### src/rtl/core/tpf_pkg.sv
package tpf_pkg;

    localparam int TILE_W_DEF      = 64;
    localparam int TILE_H_DEF      = 64;
    localparam int QUEUE_DEPTH_DEF = 2;

    localparam logic [2:0] MODE_NONE  = 3'd0;
    localparam logic [2:0] MODE_WRAP  = 3'd1;
    localparam logic [2:0] MODE_SMEAR = 3'd2;
    localparam logic [2:0] MODE_BLACK = 3'd3;
    localparam logic [2:0] MODE_BG    = 3'd4;

    localparam logic [2:0] REG_EDGE_MODE  = 3'd0;
    localparam logic [2:0] REG_BPP        = 3'd1;
    localparam logic [2:0] REG_WIDTH      = 3'd2;
    localparam logic [2:0] REG_HEIGHT     = 3'd3;
    localparam logic [2:0] REG_SEL_X      = 3'd4;
    localparam logic [2:0] REG_SEL_Y      = 3'd5;
    localparam logic [2:0] REG_BACKGROUND = 3'd6;

    localparam logic [1:0] ACT_SKIP  = 2'd0;
    localparam logic [1:0] ACT_READ  = 2'd1;
    localparam logic [1:0] ACT_WRITE = 2'd2;
    localparam logic [1:0] ACT_CONST = 2'd3;

    localparam logic [1:0] CMD_SKIP   = 2'd0;
    localparam logic [1:0] CMD_CONST  = 2'd1;
    localparam logic [1:0] CMD_ACCESS = 2'd2;
    localparam logic [1:0] CMD_WRAP   = 2'd3;

    localparam logic [7:0] BYTE_ONES = 8'd255;

    // effective configuration: bpp clamped to 1..4, sizes forced nonzero
    typedef struct packed {
        logic [2:0]  mode;
        logic [2:0]  bpp;
        logic [15:0] width;
        logic [15:0] height;
        logic [31:0] sel_x;
        logic [31:0] sel_y;
        logic [31:0] bg;
    } cfg_t;

    typedef struct packed {
        logic [1:0]  kind;
        logic        put;
        logic [31:0] x;
        logic [31:0] y;
        logic [31:0] pix;
    } cmd_t;

    typedef struct packed {
        logic [1:0]  action;
        logic [15:0] tile_column;
        logic [15:0] tile_row;
        logic [13:0] byte_offset;
        logic        fetch_tile;
        logic        release_tile;
        logic        release_dirty;
        logic [31:0] pixel_data;
    } res_t;

    function automatic logic [31:0] byte_mask(input logic [2:0] bpp);
        logic [31:0] m;
        case (bpp)
            3'd1:    m = {24'b0, BYTE_ONES};
            3'd2:    m = {16'b0, BYTE_ONES, BYTE_ONES};
            3'd3:    m = {8'b0, BYTE_ONES, BYTE_ONES, BYTE_ONES};
            default: m = {BYTE_ONES, BYTE_ONES, BYTE_ONES, BYTE_ONES};
        endcase
        return m;
    endfunction

endpackage

### src/rtl/core/tpf_front.sv
module tpf_front
(
    input  tpf_pkg::cfg_t       cfg,
    input  logic                func,
    input  logic signed [31:0]  coord_x,
    input  logic signed [31:0]  coord_y,
    input  logic [31:0]         pixel_in,
    output tpf_pkg::cmd_t       cmd
);

    logic signed [32:0] x_s;
    logic signed [32:0] y_s;
    logic signed [32:0] sx1_s;
    logic signed [32:0] sx2_s;
    logic signed [32:0] sy1_s;
    logic signed [32:0] sy2_s;
    logic signed [32:0] w_s;
    logic signed [32:0] h_s;
    logic               out_sel;
    logic               out_img;
    logic [15:0]        clamp_x;
    logic [15:0]        clamp_y;
    logic [31:0]        mask;

    assign x_s   = $signed({coord_x[31], coord_x});
    assign y_s   = $signed({coord_y[31], coord_y});
    assign sx1_s = $signed({17'b0, cfg.sel_x[15:0]});
    assign sx2_s = $signed({17'b0, cfg.sel_x[31:16]});
    assign sy1_s = $signed({17'b0, cfg.sel_y[15:0]});
    assign sy2_s = $signed({17'b0, cfg.sel_y[31:16]});
    assign w_s   = $signed({17'b0, cfg.width});
    assign h_s   = $signed({17'b0, cfg.height});

    assign out_sel = (x_s < sx1_s) || (x_s >= sx2_s) || (y_s < sy1_s) || (y_s >= sy2_s);
    assign out_img = coord_x[31] || (x_s >= w_s) || coord_y[31] || (y_s >= h_s);

    assign clamp_x = coord_x[31] ? 16'd0 :
                     (x_s >= w_s) ? (cfg.width - 16'd1) : coord_x[15:0];
    assign clamp_y = coord_y[31] ? 16'd0 :
                     (y_s >= h_s) ? (cfg.height - 16'd1) : coord_y[15:0];

    assign mask = tpf_pkg::byte_mask(cfg.bpp);

    always_comb
    begin
        cmd.kind = tpf_pkg::CMD_SKIP;
        cmd.put  = func;
        cmd.x    = coord_x;
        cmd.y    = coord_y;
        cmd.pix  = '0;
        if (func)
        begin
            if (!out_sel && !out_img)
            begin
                cmd.kind = tpf_pkg::CMD_ACCESS;
                cmd.pix  = pixel_in & mask;
            end
        end
        else if (cfg.mode == tpf_pkg::MODE_NONE && out_sel)
        begin
            cmd.kind = tpf_pkg::CMD_SKIP;
        end
        else if (out_img)
        begin
            case (cfg.mode)
                tpf_pkg::MODE_WRAP:
                begin
                    cmd.kind = tpf_pkg::CMD_WRAP;
                end
                tpf_pkg::MODE_SMEAR:
                begin
                    cmd.kind = tpf_pkg::CMD_ACCESS;
                    cmd.x    = {16'b0, clamp_x};
                    cmd.y    = {16'b0, clamp_y};
                end
                tpf_pkg::MODE_BLACK:
                begin
                    cmd.kind = tpf_pkg::CMD_CONST;
                end
                tpf_pkg::MODE_BG:
                begin
                    cmd.kind = tpf_pkg::CMD_CONST;
                    cmd.pix  = cfg.bg & mask;
                end
                default:
                begin
                    cmd.kind = tpf_pkg::CMD_SKIP;
                end
            endcase
        end
        else
        begin
            cmd.kind = tpf_pkg::CMD_ACCESS;
        end
    end

endmodule

### src/rtl/core/tpf_queue.sv
module tpf_queue
#(
    parameter int DEPTH = tpf_pkg::QUEUE_DEPTH_DEF
)
(
    input  logic          clk,
    input  logic          rst_n,
    input  logic          push,
    input  tpf_pkg::cmd_t din,
    output logic          full,
    input  logic          pop,
    output tpf_pkg::cmd_t dout,
    output logic          empty
);

    localparam int PTR_W = $clog2(DEPTH);
    localparam int CNT_W = $clog2(DEPTH + 1);

    tpf_pkg::cmd_t    mem_reg [DEPTH];
    logic [PTR_W-1:0] wr_ptr_reg;
    logic [PTR_W-1:0] rd_ptr_reg;
    logic [CNT_W-1:0] count_reg;
    logic             do_push;
    logic             do_pop;

    assign full    = (count_reg == CNT_W'(DEPTH));
    assign empty   = (count_reg == '0);
    assign do_push = push && !full;
    assign do_pop  = pop && !empty;
    assign dout    = mem_reg[rd_ptr_reg];

    always_ff @(posedge clk)
    begin
        if (do_push)
        begin
            mem_reg[wr_ptr_reg] <= din;
        end
    end

    always_ff @(posedge clk or negedge rst_n)
    begin
        if (!rst_n)
        begin
            wr_ptr_reg <= '0;
            rd_ptr_reg <= '0;
            count_reg  <= '0;
        end
        else
        begin
            if (do_push)
            begin
                wr_ptr_reg <= (wr_ptr_reg == PTR_W'(DEPTH - 1)) ? '0 : wr_ptr_reg + 1'b1;
            end
            if (do_pop)
            begin
                rd_ptr_reg <= (rd_ptr_reg == PTR_W'(DEPTH - 1)) ? '0 : rd_ptr_reg + 1'b1;
            end
            case ({do_push, do_pop})
                2'b10:   count_reg <= count_reg + 1'b1;
                2'b01:   count_reg <= count_reg - 1'b1;
                default: count_reg <= count_reg;
            endcase
        end
    end

endmodule

### src/rtl/core/tpf_div.sv
module tpf_div
(
    input  logic        clk,
    input  logic        rst_n,
    input  logic        start,
    input  logic [31:0] dividend,
    input  logic [15:0] divisor,
    output logic        done,
    output logic [15:0] remainder
);

    // radix-4 restoring divider: two quotient bits per cycle
    localparam int STEPS = 16;

    logic [31:0] quo_reg;
    logic [15:0] rem_reg;
    logic [15:0] div_reg;
    logic [3:0]  cnt_reg;
    logic        busy_reg;
    logic        done_reg;
    logic [47:0] step1;
    logic [47:0] step2;

    function automatic logic [47:0] div_step(input logic [15:0] r, input logic [31:0] q,
                                             input logic [15:0] d);
        logic [16:0] t;
        logic [16:0] diff;
        logic [15:0] r_n;
        logic        bit_n;
        t    = {r, q[31]};
        diff = t - {1'b0, d};
        if (t >= {1'b0, d})
        begin
            r_n   = diff[15:0];
            bit_n = 1'b1;
        end
        else
        begin
            r_n   = t[15:0];
            bit_n = 1'b0;
        end
        return {r_n, q[30:0], bit_n};
    endfunction

    assign step1 = div_step(rem_reg, quo_reg, div_reg);
    assign step2 = div_step(step1[47:32], step1[31:0], div_reg);

    assign done      = done_reg;
    assign remainder = rem_reg;

    always_ff @(posedge clk)
    begin
        if (start)
        begin
            quo_reg <= dividend;
            rem_reg <= '0;
            div_reg <= divisor;
        end
        else if (busy_reg)
        begin
            quo_reg <= step2[31:0];
            rem_reg <= step2[47:32];
        end
    end

    always_ff @(posedge clk or negedge rst_n)
    begin
        if (!rst_n)
        begin
            cnt_reg  <= '0;
            busy_reg <= 1'b0;
            done_reg <= 1'b0;
        end
        else
        begin
            done_reg <= 1'b0;
            if (start)
            begin
                busy_reg <= 1'b1;
                cnt_reg  <= 4'(STEPS - 1);
            end
            else if (busy_reg)
            begin
                if (cnt_reg == '0)
                begin
                    busy_reg <= 1'b0;
                    done_reg <= 1'b1;
                end
                else
                begin
                    cnt_reg <= cnt_reg - 1'b1;
                end
            end
        end
    end

endmodule

### src/rtl/core/tpf_back.sv
module tpf_back
#(
    parameter int TILE_W = tpf_pkg::TILE_W_DEF,
    parameter int TILE_H = tpf_pkg::TILE_H_DEF
)
(
    input  logic          clk,
    input  logic          rst_n,
    input  tpf_pkg::cfg_t cfg,
    input  logic          q_empty,
    input  tpf_pkg::cmd_t q_data,
    output logic          q_pop,
    input  logic          pop,
    output logic          empty,
    output tpf_pkg::res_t res
);

    localparam int COL_OFF_W = $clog2(TILE_W);
    localparam int ROW_OFF_W = $clog2(TILE_H);
    localparam int EW_W      = $clog2(TILE_W + 1);
    localparam int PROD_W    = EW_W + ROW_OFF_W + 1;

    // reciprocal multiply, exact for 16-bit coordinates
    localparam int          COL_SH    = 16 + $clog2(TILE_W);
    localparam int          ROW_SH    = 16 + $clog2(TILE_H);
    localparam logic [17:0] COL_RECIP =
        18'(((64'd1 << COL_SH) + 64'(TILE_W) - 64'd1) / 64'(TILE_W));
    localparam logic [17:0] ROW_RECIP =
        18'(((64'd1 << ROW_SH) + 64'(TILE_H) - 64'd1) / 64'(TILE_H));

    localparam logic [2:0] S_IDLE = 3'd0;
    localparam logic [2:0] S_WRAP = 3'd1;
    localparam logic [2:0] S_TDIV = 3'd2;
    localparam logic [2:0] S_EW   = 3'd3;
    localparam logic [2:0] S_MUL  = 3'd4;
    localparam logic [2:0] S_OFF  = 3'd5;
    localparam logic [2:0] S_OUT  = 3'd6;

    logic [2:0]           state_reg;
    logic [2:0]           state_next;
    logic                 put_reg;
    logic [31:0]          pix_reg;
    logic                 xneg_reg;
    logic                 yneg_reg;
    logic [15:0]          tx_reg;
    logic [15:0]          ty_reg;
    logic [15:0]          col_reg;
    logic [15:0]          row_reg;
    logic [COL_OFF_W-1:0] coloff_reg;
    logic [ROW_OFF_W-1:0] rowoff_reg;
    logic [EW_W-1:0]      ew_reg;
    logic [13:0]          prod_reg;
    tpf_pkg::res_t        res_reg;
    tpf_pkg::res_t        out_reg;
    logic                 out_valid_reg;
    logic                 out_valid_next;
    logic [15:0]          held_col_reg;
    logic [15:0]          held_row_reg;
    logic                 held_reg;
    logic                 dirty_reg;

    logic                 div_start;
    logic                 x_done;
    logic                 y_done;
    logic [15:0]          x_rem;
    logic [15:0]          y_rem;
    logic                 div_done;

    logic [31:0]          x_abs;
    logic [31:0]          y_abs;
    logic [15:0]          x_wrapped;
    logic [15:0]          y_wrapped;
    logic [33:0]          x_prod;
    logic [33:0]          y_prod;
    logic [15:0]          col_quo;
    logic [15:0]          row_quo;
    logic [23:0]          col_base;
    logic [23:0]          row_base;
    logic [23:0]          x_sub;
    logic [23:0]          y_sub;
    logic [23:0]          ew_diff;
    logic [EW_W-1:0]      ew_calc;
    logic                 miss;
    logic [PROD_W-1:0]    prod_full;
    logic [16:0]          off_full;
    logic                 load_out;
    tpf_pkg::res_t        res_early;
    tpf_pkg::res_t        res_acc;

    tpf_div u_div_x
    (
        .clk       (clk),
        .rst_n     (rst_n),
        .start     (div_start),
        .dividend  (x_abs),
        .divisor   (cfg.width),
        .done      (x_done),
        .remainder (x_rem)
    );

    tpf_div u_div_y
    (
        .clk       (clk),
        .rst_n     (rst_n),
        .start     (div_start),
        .dividend  (y_abs),
        .divisor   (cfg.height),
        .done      (y_done),
        .remainder (y_rem)
    );

    assign div_done = x_done && y_done;

    assign x_abs = q_data.x[31] ? (~q_data.x + 32'd1) : q_data.x;
    assign y_abs = q_data.y[31] ? (~q_data.y + 32'd1) : q_data.y;

    // C-style remainder of a negative value moves up by the modulus
    assign x_wrapped = (xneg_reg && x_rem != '0) ? (cfg.width - x_rem) : x_rem;
    assign y_wrapped = (yneg_reg && y_rem != '0) ? (cfg.height - y_rem) : y_rem;

    assign x_prod  = 34'(tx_reg) * 34'(COL_RECIP);
    assign y_prod  = 34'(ty_reg) * 34'(ROW_RECIP);
    assign col_quo = 16'(x_prod >> COL_SH);
    assign row_quo = 16'(y_prod >> ROW_SH);

    assign col_base = 24'(col_reg) * 24'(TILE_W);
    assign row_base = 24'(row_reg) * 24'(TILE_H);
    assign x_sub    = 24'(tx_reg) - col_base;
    assign y_sub    = 24'(ty_reg) - row_base;

    // edge tiles are narrower
    assign ew_diff  = 24'(cfg.width) - col_base;
    assign ew_calc  = (ew_diff > 24'(TILE_W)) ? EW_W'(TILE_W) : EW_W'(ew_diff);

    assign miss = (col_reg != held_col_reg) || (row_reg != held_row_reg) || !held_reg;

    assign prod_full = PROD_W'(ew_reg) * PROD_W'(rowoff_reg) + PROD_W'(coloff_reg);
    assign off_full  = 17'(cfg.bpp) * 17'(prod_reg);

    assign load_out = (state_reg == S_OUT) && (!out_valid_reg || pop);

    assign empty = !out_valid_reg;
    assign res   = out_reg;

    always_comb
    begin
        res_early            = '0;
        res_early.action     = (q_data.kind == tpf_pkg::CMD_CONST) ?
                               tpf_pkg::ACT_CONST : tpf_pkg::ACT_SKIP;
        res_early.pixel_data = q_data.pix;

        res_acc               = '0;
        res_acc.action        = put_reg ? tpf_pkg::ACT_WRITE : tpf_pkg::ACT_READ;
        res_acc.tile_column   = col_reg;
        res_acc.tile_row      = row_reg;
        res_acc.fetch_tile    = miss;
        res_acc.release_tile  = miss && held_reg;
        res_acc.release_dirty = miss && held_reg && dirty_reg;
        res_acc.pixel_data    = pix_reg;
    end

    always_comb
    begin
        div_start = 1'b0;
        q_pop     = 1'b0;
        if (state_reg == S_IDLE && !q_empty)
        begin
            q_pop     = 1'b1;
            div_start = (q_data.kind == tpf_pkg::CMD_WRAP);
        end
    end

    always_comb
    begin
        state_next = state_reg;
        case (state_reg)
            S_IDLE:
            begin
                if (!q_empty)
                begin
                    case (q_data.kind)
                        tpf_pkg::CMD_WRAP:   state_next = S_WRAP;
                        tpf_pkg::CMD_ACCESS: state_next = S_TDIV;
                        default:             state_next = S_OUT;
                    endcase
                end
            end
            S_WRAP:  state_next = div_done ? S_TDIV : S_WRAP;
            S_TDIV:  state_next = S_EW;
            S_EW:    state_next = S_MUL;
            S_MUL:   state_next = S_OFF;
            S_OFF:   state_next = S_OUT;
            S_OUT:   state_next = load_out ? S_IDLE : S_OUT;
            default: state_next = S_IDLE;
        endcase
    end

    always_comb
    begin
        out_valid_next = out_valid_reg && !pop;
        if (load_out)
        begin
            out_valid_next = 1'b1;
        end
    end

    always_ff @(posedge clk)
    begin
        case (state_reg)
            S_IDLE:
            begin
                if (!q_empty)
                begin
                    put_reg  <= q_data.put;
                    pix_reg  <= q_data.pix;
                    xneg_reg <= q_data.x[31];
                    yneg_reg <= q_data.y[31];
                    tx_reg   <= q_data.x[15:0];
                    ty_reg   <= q_data.y[15:0];
                    res_reg  <= res_early;
                end
            end
            S_WRAP:
            begin
                if (div_done)
                begin
                    tx_reg <= x_wrapped;
                    ty_reg <= y_wrapped;
                end
            end
            S_TDIV:
            begin
                col_reg <= col_quo;
                row_reg <= row_quo;
            end
            S_EW:
            begin
                ew_reg     <= ew_calc;
                coloff_reg <= x_sub[COL_OFF_W-1:0];
                rowoff_reg <= y_sub[ROW_OFF_W-1:0];
                res_reg    <= res_acc;
            end
            S_MUL:
            begin
                prod_reg <= 14'(prod_full);
            end
            S_OFF:
            begin
                res_reg.byte_offset <= off_full[13:0];
            end
            default:
            begin
            end
        endcase
        if (load_out)
        begin
            out_reg <= res_reg;
        end
    end

    always_ff @(posedge clk or negedge rst_n)
    begin
        if (!rst_n)
        begin
            state_reg     <= S_IDLE;
            out_valid_reg <= 1'b0;
            held_col_reg  <= '1;
            held_row_reg  <= '1;
            held_reg      <= 1'b0;
            dirty_reg     <= 1'b0;
        end
        else
        begin
            state_reg     <= state_next;
            out_valid_reg <= out_valid_next;
            if (state_reg == S_EW)
            begin
                if (miss)
                begin
                    held_col_reg <= col_reg;
                    held_row_reg <= row_reg;
                    held_reg     <= 1'b1;
                    dirty_reg    <= put_reg;
                end
                else if (put_reg)
                begin
                    dirty_reg <= 1'b1;
                end
            end
        end
    end

endmodule

### src/rtl/core/tiled_pixel_fetch_edge_addressing_core.sv
// Channel   Direction  Handshake            Word
// config    in         cfg_write            cfg_index, cfg_data
// request   in         push / full          func, coord_x, coord_y, pixel_in
// result    out        pop / empty          action .. pixel_data
//
// Skip and constant words go straight to S_OUT, tile accesses pass S_TDIV..S_OFF first;
// a wrapped get waits longest, on the 16-step radix-4 divider for the wrap modulo.
// The back end takes one word at a time. A 2-entry queue lets requests land
// while the back end works, and the output register holds one word while pop is low.
// Reset returns the config registers to their defaults, empties the queue and clears the held tile tag.
module tiled_pixel_fetch_edge_addressing_core
#(
    parameter int TILE_W      = tpf_pkg::TILE_W_DEF,
    parameter int TILE_H      = tpf_pkg::TILE_H_DEF,
    parameter int QUEUE_DEPTH = tpf_pkg::QUEUE_DEPTH_DEF
)
(
    input  logic               clk,
    input  logic               rst_n,
    input  logic               cfg_write,
    input  logic [2:0]         cfg_index,
    input  logic [31:0]        cfg_data,
    input  logic               push,
    output logic               full,
    input  logic               func,
    input  logic signed [31:0] coord_x,
    input  logic signed [31:0] coord_y,
    input  logic [31:0]        pixel_in,
    output logic               empty,
    input  logic               pop,
    output logic [1:0]         action,
    output logic [15:0]        tile_column,
    output logic [15:0]        tile_row,
    output logic [13:0]        byte_offset,
    output logic               fetch_tile,
    output logic               release_tile,
    output logic               release_dirty,
    output logic [31:0]        pixel_data
);

    logic [2:0]    mode_reg;
    logic [2:0]    bpp_reg;
    logic [15:0]   width_reg;
    logic [15:0]   height_reg;
    logic [31:0]   selx_reg;
    logic [31:0]   sely_reg;
    logic [31:0]   bg_reg;
    tpf_pkg::cfg_t cfg_eff;
    tpf_pkg::cmd_t cmd;
    tpf_pkg::cmd_t q_data;
    logic          q_empty;
    logic          q_pop;
    tpf_pkg::res_t res;

    always_ff @(posedge clk or negedge rst_n)
    begin
        if (!rst_n)
        begin
            mode_reg   <= tpf_pkg::MODE_NONE;
            bpp_reg    <= 3'd4;
            width_reg  <= 16'd1;
            height_reg <= 16'd1;
            selx_reg   <= '0;
            sely_reg   <= '0;
            bg_reg     <= {tpf_pkg::BYTE_ONES, 24'b0};
        end
        else if (cfg_write)
        begin
            case (cfg_index)
                tpf_pkg::REG_EDGE_MODE:  mode_reg   <= cfg_data[2:0];
                tpf_pkg::REG_BPP:        bpp_reg    <= cfg_data[2:0];
                tpf_pkg::REG_WIDTH:      width_reg  <= cfg_data[15:0];
                tpf_pkg::REG_HEIGHT:     height_reg <= cfg_data[15:0];
                tpf_pkg::REG_SEL_X:      selx_reg   <= cfg_data;
                tpf_pkg::REG_SEL_Y:      sely_reg   <= cfg_data;
                tpf_pkg::REG_BACKGROUND: bg_reg     <= cfg_data;
                default:
                begin
                end
            endcase
        end
    end

    always_comb
    begin
        cfg_eff.mode   = mode_reg;
        cfg_eff.bpp    = (bpp_reg == 3'd0) ? 3'd1 : ((bpp_reg > 3'd4) ? 3'd4 : bpp_reg);
        cfg_eff.width  = (width_reg == '0) ? 16'd1 : width_reg;
        cfg_eff.height = (height_reg == '0) ? 16'd1 : height_reg;
        cfg_eff.sel_x  = selx_reg;
        cfg_eff.sel_y  = sely_reg;
        cfg_eff.bg     = bg_reg;
    end

    tpf_front u_front
    (
        .cfg      (cfg_eff),
        .func     (func),
        .coord_x  (coord_x),
        .coord_y  (coord_y),
        .pixel_in (pixel_in),
        .cmd      (cmd)
    );

    tpf_queue #(.DEPTH(QUEUE_DEPTH)) u_queue
    (
        .clk   (clk),
        .rst_n (rst_n),
        .push  (push),
        .din   (cmd),
        .full  (full),
        .pop   (q_pop),
        .dout  (q_data),
        .empty (q_empty)
    );

    tpf_back #(.TILE_W(TILE_W), .TILE_H(TILE_H)) u_back
    (
        .clk     (clk),
        .rst_n   (rst_n),
        .cfg     (cfg_eff),
        .q_empty (q_empty),
        .q_data  (q_data),
        .q_pop   (q_pop),
        .pop     (pop),
        .empty   (empty),
        .res     (res)
    );

    assign action        = res.action;
    assign tile_column   = res.tile_column;
    assign tile_row      = res.tile_row;
    assign byte_offset   = res.byte_offset;
    assign fetch_tile    = res.fetch_tile;
    assign release_tile  = res.release_tile;
    assign release_dirty = res.release_dirty;
    assign pixel_data    = res.pixel_data;

    a_no_tile_on_skip_const: assert property (@(posedge clk) disable iff (!rst_n)
        !empty && (action == tpf_pkg::ACT_SKIP || action == tpf_pkg::ACT_CONST)
        |-> !fetch_tile && !release_tile && !release_dirty &&
            tile_column == '0 && tile_row == '0 && byte_offset == '0)
        else $error("tile fields set on skipped or constant word");

    a_release_needs_fetch: assert property (@(posedge clk) disable iff (!rst_n)
        !empty && (release_dirty || release_tile) |-> fetch_tile &&
            (release_tile || !release_dirty))
        else $error("release without fetch");

    a_read_has_no_data: assert property (@(posedge clk) disable iff (!rst_n)
        !empty && action == tpf_pkg::ACT_READ |-> pixel_data == '0)
        else $error("read word carries pixel data");

endmodule
### config.mk
export PLATFORM = sky130hd
export DESIGN_NAME = tiled_pixel_fetch_edge_addressing_core
export DESIGN_NICKNAME = d
export VERILOG_FILES = /design/src/rtl/core/tpf_pkg.sv /design/src/rtl/core/tpf_front.sv /design/src/rtl/core/tpf_queue.sv /design/src/rtl/core/tpf_div.sv /design/src/rtl/core/tpf_back.sv /design/src/rtl/core/tiled_pixel_fetch_edge_addressing_core.sv
export SDC_FILE = /design/constraint.sdc
export NUM_CORES = 2
export LEC_CHECK = 0
export BUFFER_PORTS_ARGS = -buffer_cell sky130_fd_sc_hd__buf_2
export CORE_MARGIN = 2
export CORE_UTILIZATION = 60
export CTS_CLUSTER_DIAMETER = 150
export DETAILED_ROUTE_END_ITERATION = 12
export MAX_ROUTING_LAYER = met4
export PLACE_DENSITY = 0.9
export SLEW_MARGIN = 25
export SYNTH_ARGS = -nofsm -noshare
export SYNTH_HDL_FRONTEND = slang
export SYNTH_SLANG_ARGS = --single-unit
### constraint.sdc
create_clock -name clk -period 11.7 [get_ports clk]
set_input_delay 3.51 -clock clk [delete_from_list [all_inputs] [get_ports clk]]
set_output_delay 3.51 -clock clk [all_outputs]
set_load 0.05 [all_outputs]
==> results.md <==
* Outcome: completed
* Initial cell density of the core at 60.5%
* CTS Buf Count at 79
* Max reg flops at 198
* Clk_lat worst skew at 640 ps
* Setup TNS at 0 ps
* Clock Skew at 26.4 ps
* GRT Overall Usage at 31.6%
* Fill cells at 4598
* Gpl congestion at 0.992
* Post-Synthesis Cell Area at 0.0414 sq mm
* Max stage delay cell, worst path: nand4b_1
* DR WL met2 at 51800 um
* WL final at 111000 um
* Placed Instance Area at 0.0432 sq mm
* Design area at 0.0460 sq mm
* Post-cts sizing count at 0
* # hold bufs at CTS at 0
* Ys flop type: edfxtp_1
* Max-cap violation count at 0
* Nets at 4234
* Yosys cell types at 97
* Number of enable flip-flop cells after synthesis at 556
* Switching share of power at 40.1%
* XOR/XNOR Fraction of Synth Area at 4.06%
* Antenna-violating nets left at 0
* WL per Instance at 23.2 um
* Critical Path RT at 12070 ps
* WL met3 at 12000 um
* Delay of the slowest critical-path stage at 750 ps
* Top Metal Used: met4
* Slew margin rel. at 32.3%
* Initial antenna violation count at 16
* Largest family of logic cells by synthesized area: compound AO/OA/AOI/OAI gates
* Cell taking the most area after synthesis: edfxtp_1
* Worst-Margin Slew at 1010 ps
* Port bufs at 209
* Top Family by Delay on Critical Path: simple AND/OR/NAND/NOR gates
* Synth top area share at 40.3%
* Core footprint at 0.0685 sq mm
* Cell row count at 96
* Worst Path Max Fanout at 19
* Final Hold Viols at 0
* RSZ-0062 raised after global routing: no
* Fin cells at 4761
* Clk network pwr share at 19.1%
* Die ar. at 0.0712 sq mm
* DP HPWL at 76200 um
* I/O pin total at 222
* Fmax at 140 MHz
* Post CTS Setup Buffer Count at 0
* Yosys reg bits at 765
* Remaining DRCs at 0
* Area of the multi-input gates at 0.0181 sq mm
* Layout cell share with drive strength beyond 1 at 16.4%
* Async SR Flop Fraction at 23.1%
* Leading cell types in the layout, fill and taps excluded: edfxtp_1, nand2_1, inv_1
* Clock sink count at 765
* Cell breakdown of the critical path: buf_2 > nor4_2 > nand4_1 > nor4_1 > o211ai_1 > a2111oi_0 > nand4b_1 > o21ai_0
* Drt pass-1 iters at 7
* Area Growth Syn to Fin at 10.9%
* Final setup fails at 0
* Crit path buffers/inverters at 1
* Root buffer cell: clkbuf_16
* CTS max path bufs at 3
* Overflow after GRT at 0
* Min-Delay Path Class: reg -> reg
* Number of synthesis warnings at 0
* Drt via density at 6.42
* Adder-Cell Fraction of Synth Area at 9.75%
* Final Max Tran Viols at 0
* Compound-Gate Fraction of Synth Area at 11.2%
* Post-synthesis area per instance at 11.4 sq um
* Internal power at 8080 uW
* H-tree Lvls at 3
* Routed vias at 30600
* Kind of critical path: in -> reg
* Chip width at 267 um
* Logic pwr share at 45.1%
* Sequential Area at 0.0218 sq mm
* Initial drt markers at 3672
* Setup crit end kind: register
* Most common cell after layout, fill and taps aside: edfxtp_1
* Crit path launch type: input pin
* Crit share post-route at 61.0%
* Syn Inst Count at 3625
* Cells after DPL at 4599
* Die Span Y at 267 um
* Peak VDD IR at 0.188 mV
* Largest net degree at the start of global routing at 91
* WL met1 at 40700 um
* Period minus WS final at 7140 ps
* Leakage power at 0.0188 uW
* Vias in the first global route at 29700
* Synth area leaders: edfxtp_1, dfrtp_1, ha_1, mux2_2, o21ai_0
* Post-synthesis simple-gate area fraction at 11.1%
* Flop pwr share at 35.8%
* PwrDens at 294 mW/mm^2
* CTS tree: yes
* Worst Path Arrival at 7510 ps
* Wire length of the first global-routing pass at 168000 um
* Sequential share of the synthesized area at 52.6%
* Mux share of post-synthesis cell area at 7.16%
* Sw Pwr at 5420 uW
* CTS clock-pin slew for the worst setup and hold paths at 70 ps
path summary, 6_finish.rpt:
path,start,slack [ps],depth (start not counted),to
max,coord_x[31],4560,8,u_queue.mem_reg[0][24]$_DFFE_PP_
min,u_back.res_reg[28]$_DFFE_PP_,410,0,u_back.res[28]$_DFFE_PP_
max reg2reg,u_back.u_div_y.remainder[7]$_SDFFE_PP0P_,5710,18,u_back.u_div_y.quo_reg[0]$_DFFE_PP_
min reg2reg,u_back.res_reg[28]$_DFFE_PP_,410,0,u_back.res[28]$_DFFE_PP_
max in group asynchronous,rst_n,7360,2,bg_reg[13]$_DFFE_PN0P_
min in group asynchronous,rst_n,2880,1,u_back.u_div_y.busy_reg$_DFF_PN0_
area by class of cell:
cell class,instances,share of cell area (%)
Sequential cell,765,47.5
Multi-Input combinational cell,2448,39.3
Clock buffer,98,4.73
Timing Repair Buffer,238,2.83
Tap cell,882,2.40
Inverter,268,2.19
Clock inverter,45,0.999
Antenna cell,17,0.0926
cell families (layout without fill, tap and decap cells):
group                      Yosys count  after routing
AOI/OAI and AO/OA                  744            744
xor gates and xnor gates           192            192
adders and majority gates          297            297
buffers and inverters              423            649
DFF                                765            765
muxes                              273            273
other                                1             29
and+or+nand+nor                    930            930
metal layers:
layer  up-vias  track usage (%)
met3       498             7.73
met5         -                -
li1      13500                -
met1     14700             38.6
met2      1910             49.8
met4         0             14.9
cells in the mapped netlist, drive strengths merged, types with 6 or more instances:
library cell and count:
o22ai 12, nor4 36, edfxtp 556, nor3 77, a21oi 165, o31ai 14, nor2b 37, buf 43
a31oi 19, o21bai 8, a211oi 44, a22oi 17, xnor2 102, dfrtp 145, mux2i 87, nand2b 34
and2 82, o21ai 278, a22o 13, mux2 186, ha 254, nor2 170, xor2 90, and3 12
fa 43, a311oi 6, o211ai 22, dfxtp 32, dfstp 32, nand4 35, nand3 46, clkbuf 112
nor3b 25, a21o 50, or3 12, inv 266, nand2 330, o21a 27, o31a 7, or2 12
power by group through the flow:
stage          clock (uW)  combinational, uW  sequential (uW)
2_1_floorplan           0               4500             4740
3_3_place_gp            0               5700             4770
3_5_place_dp            0               5890             4830
4_1_cts              2590               5970             4800
5_1_grt              2690               6660             4890
6_report             2580               6080             4830
worst register-to-register path: stages, from the launching register on:
cell and delay, ps:
dfxtp_1 460, ha_1 350, a211o_1 320, a2111oi_2 370, or2_1 160, a31o_1 160, and2_1 450, buf_4 320
mux2_2 380, ha_1 350, o21a_1 190, o31a_1 150, o2111ai_1 220, nand2_1 140, o21ai_0 430, o22ai_1 220
or2_1 600, nor2_1 370, a21oi_1 70
stage by stage:
step                      total power (uW)  util [%]  hold WS (ps)  setup WS [ps]
after floorplan                       9240         -           400           3420
after global placement               10500      63.1           401           4660
after detailed placement             10700      63.2           405           4480
after CTS                            13400      67.0           412           4800
after global routing                 14200      67.1           423           4550
final                                13500      67.1           410           4560
No activity file was read; power rests on OpenSTA's default activity.
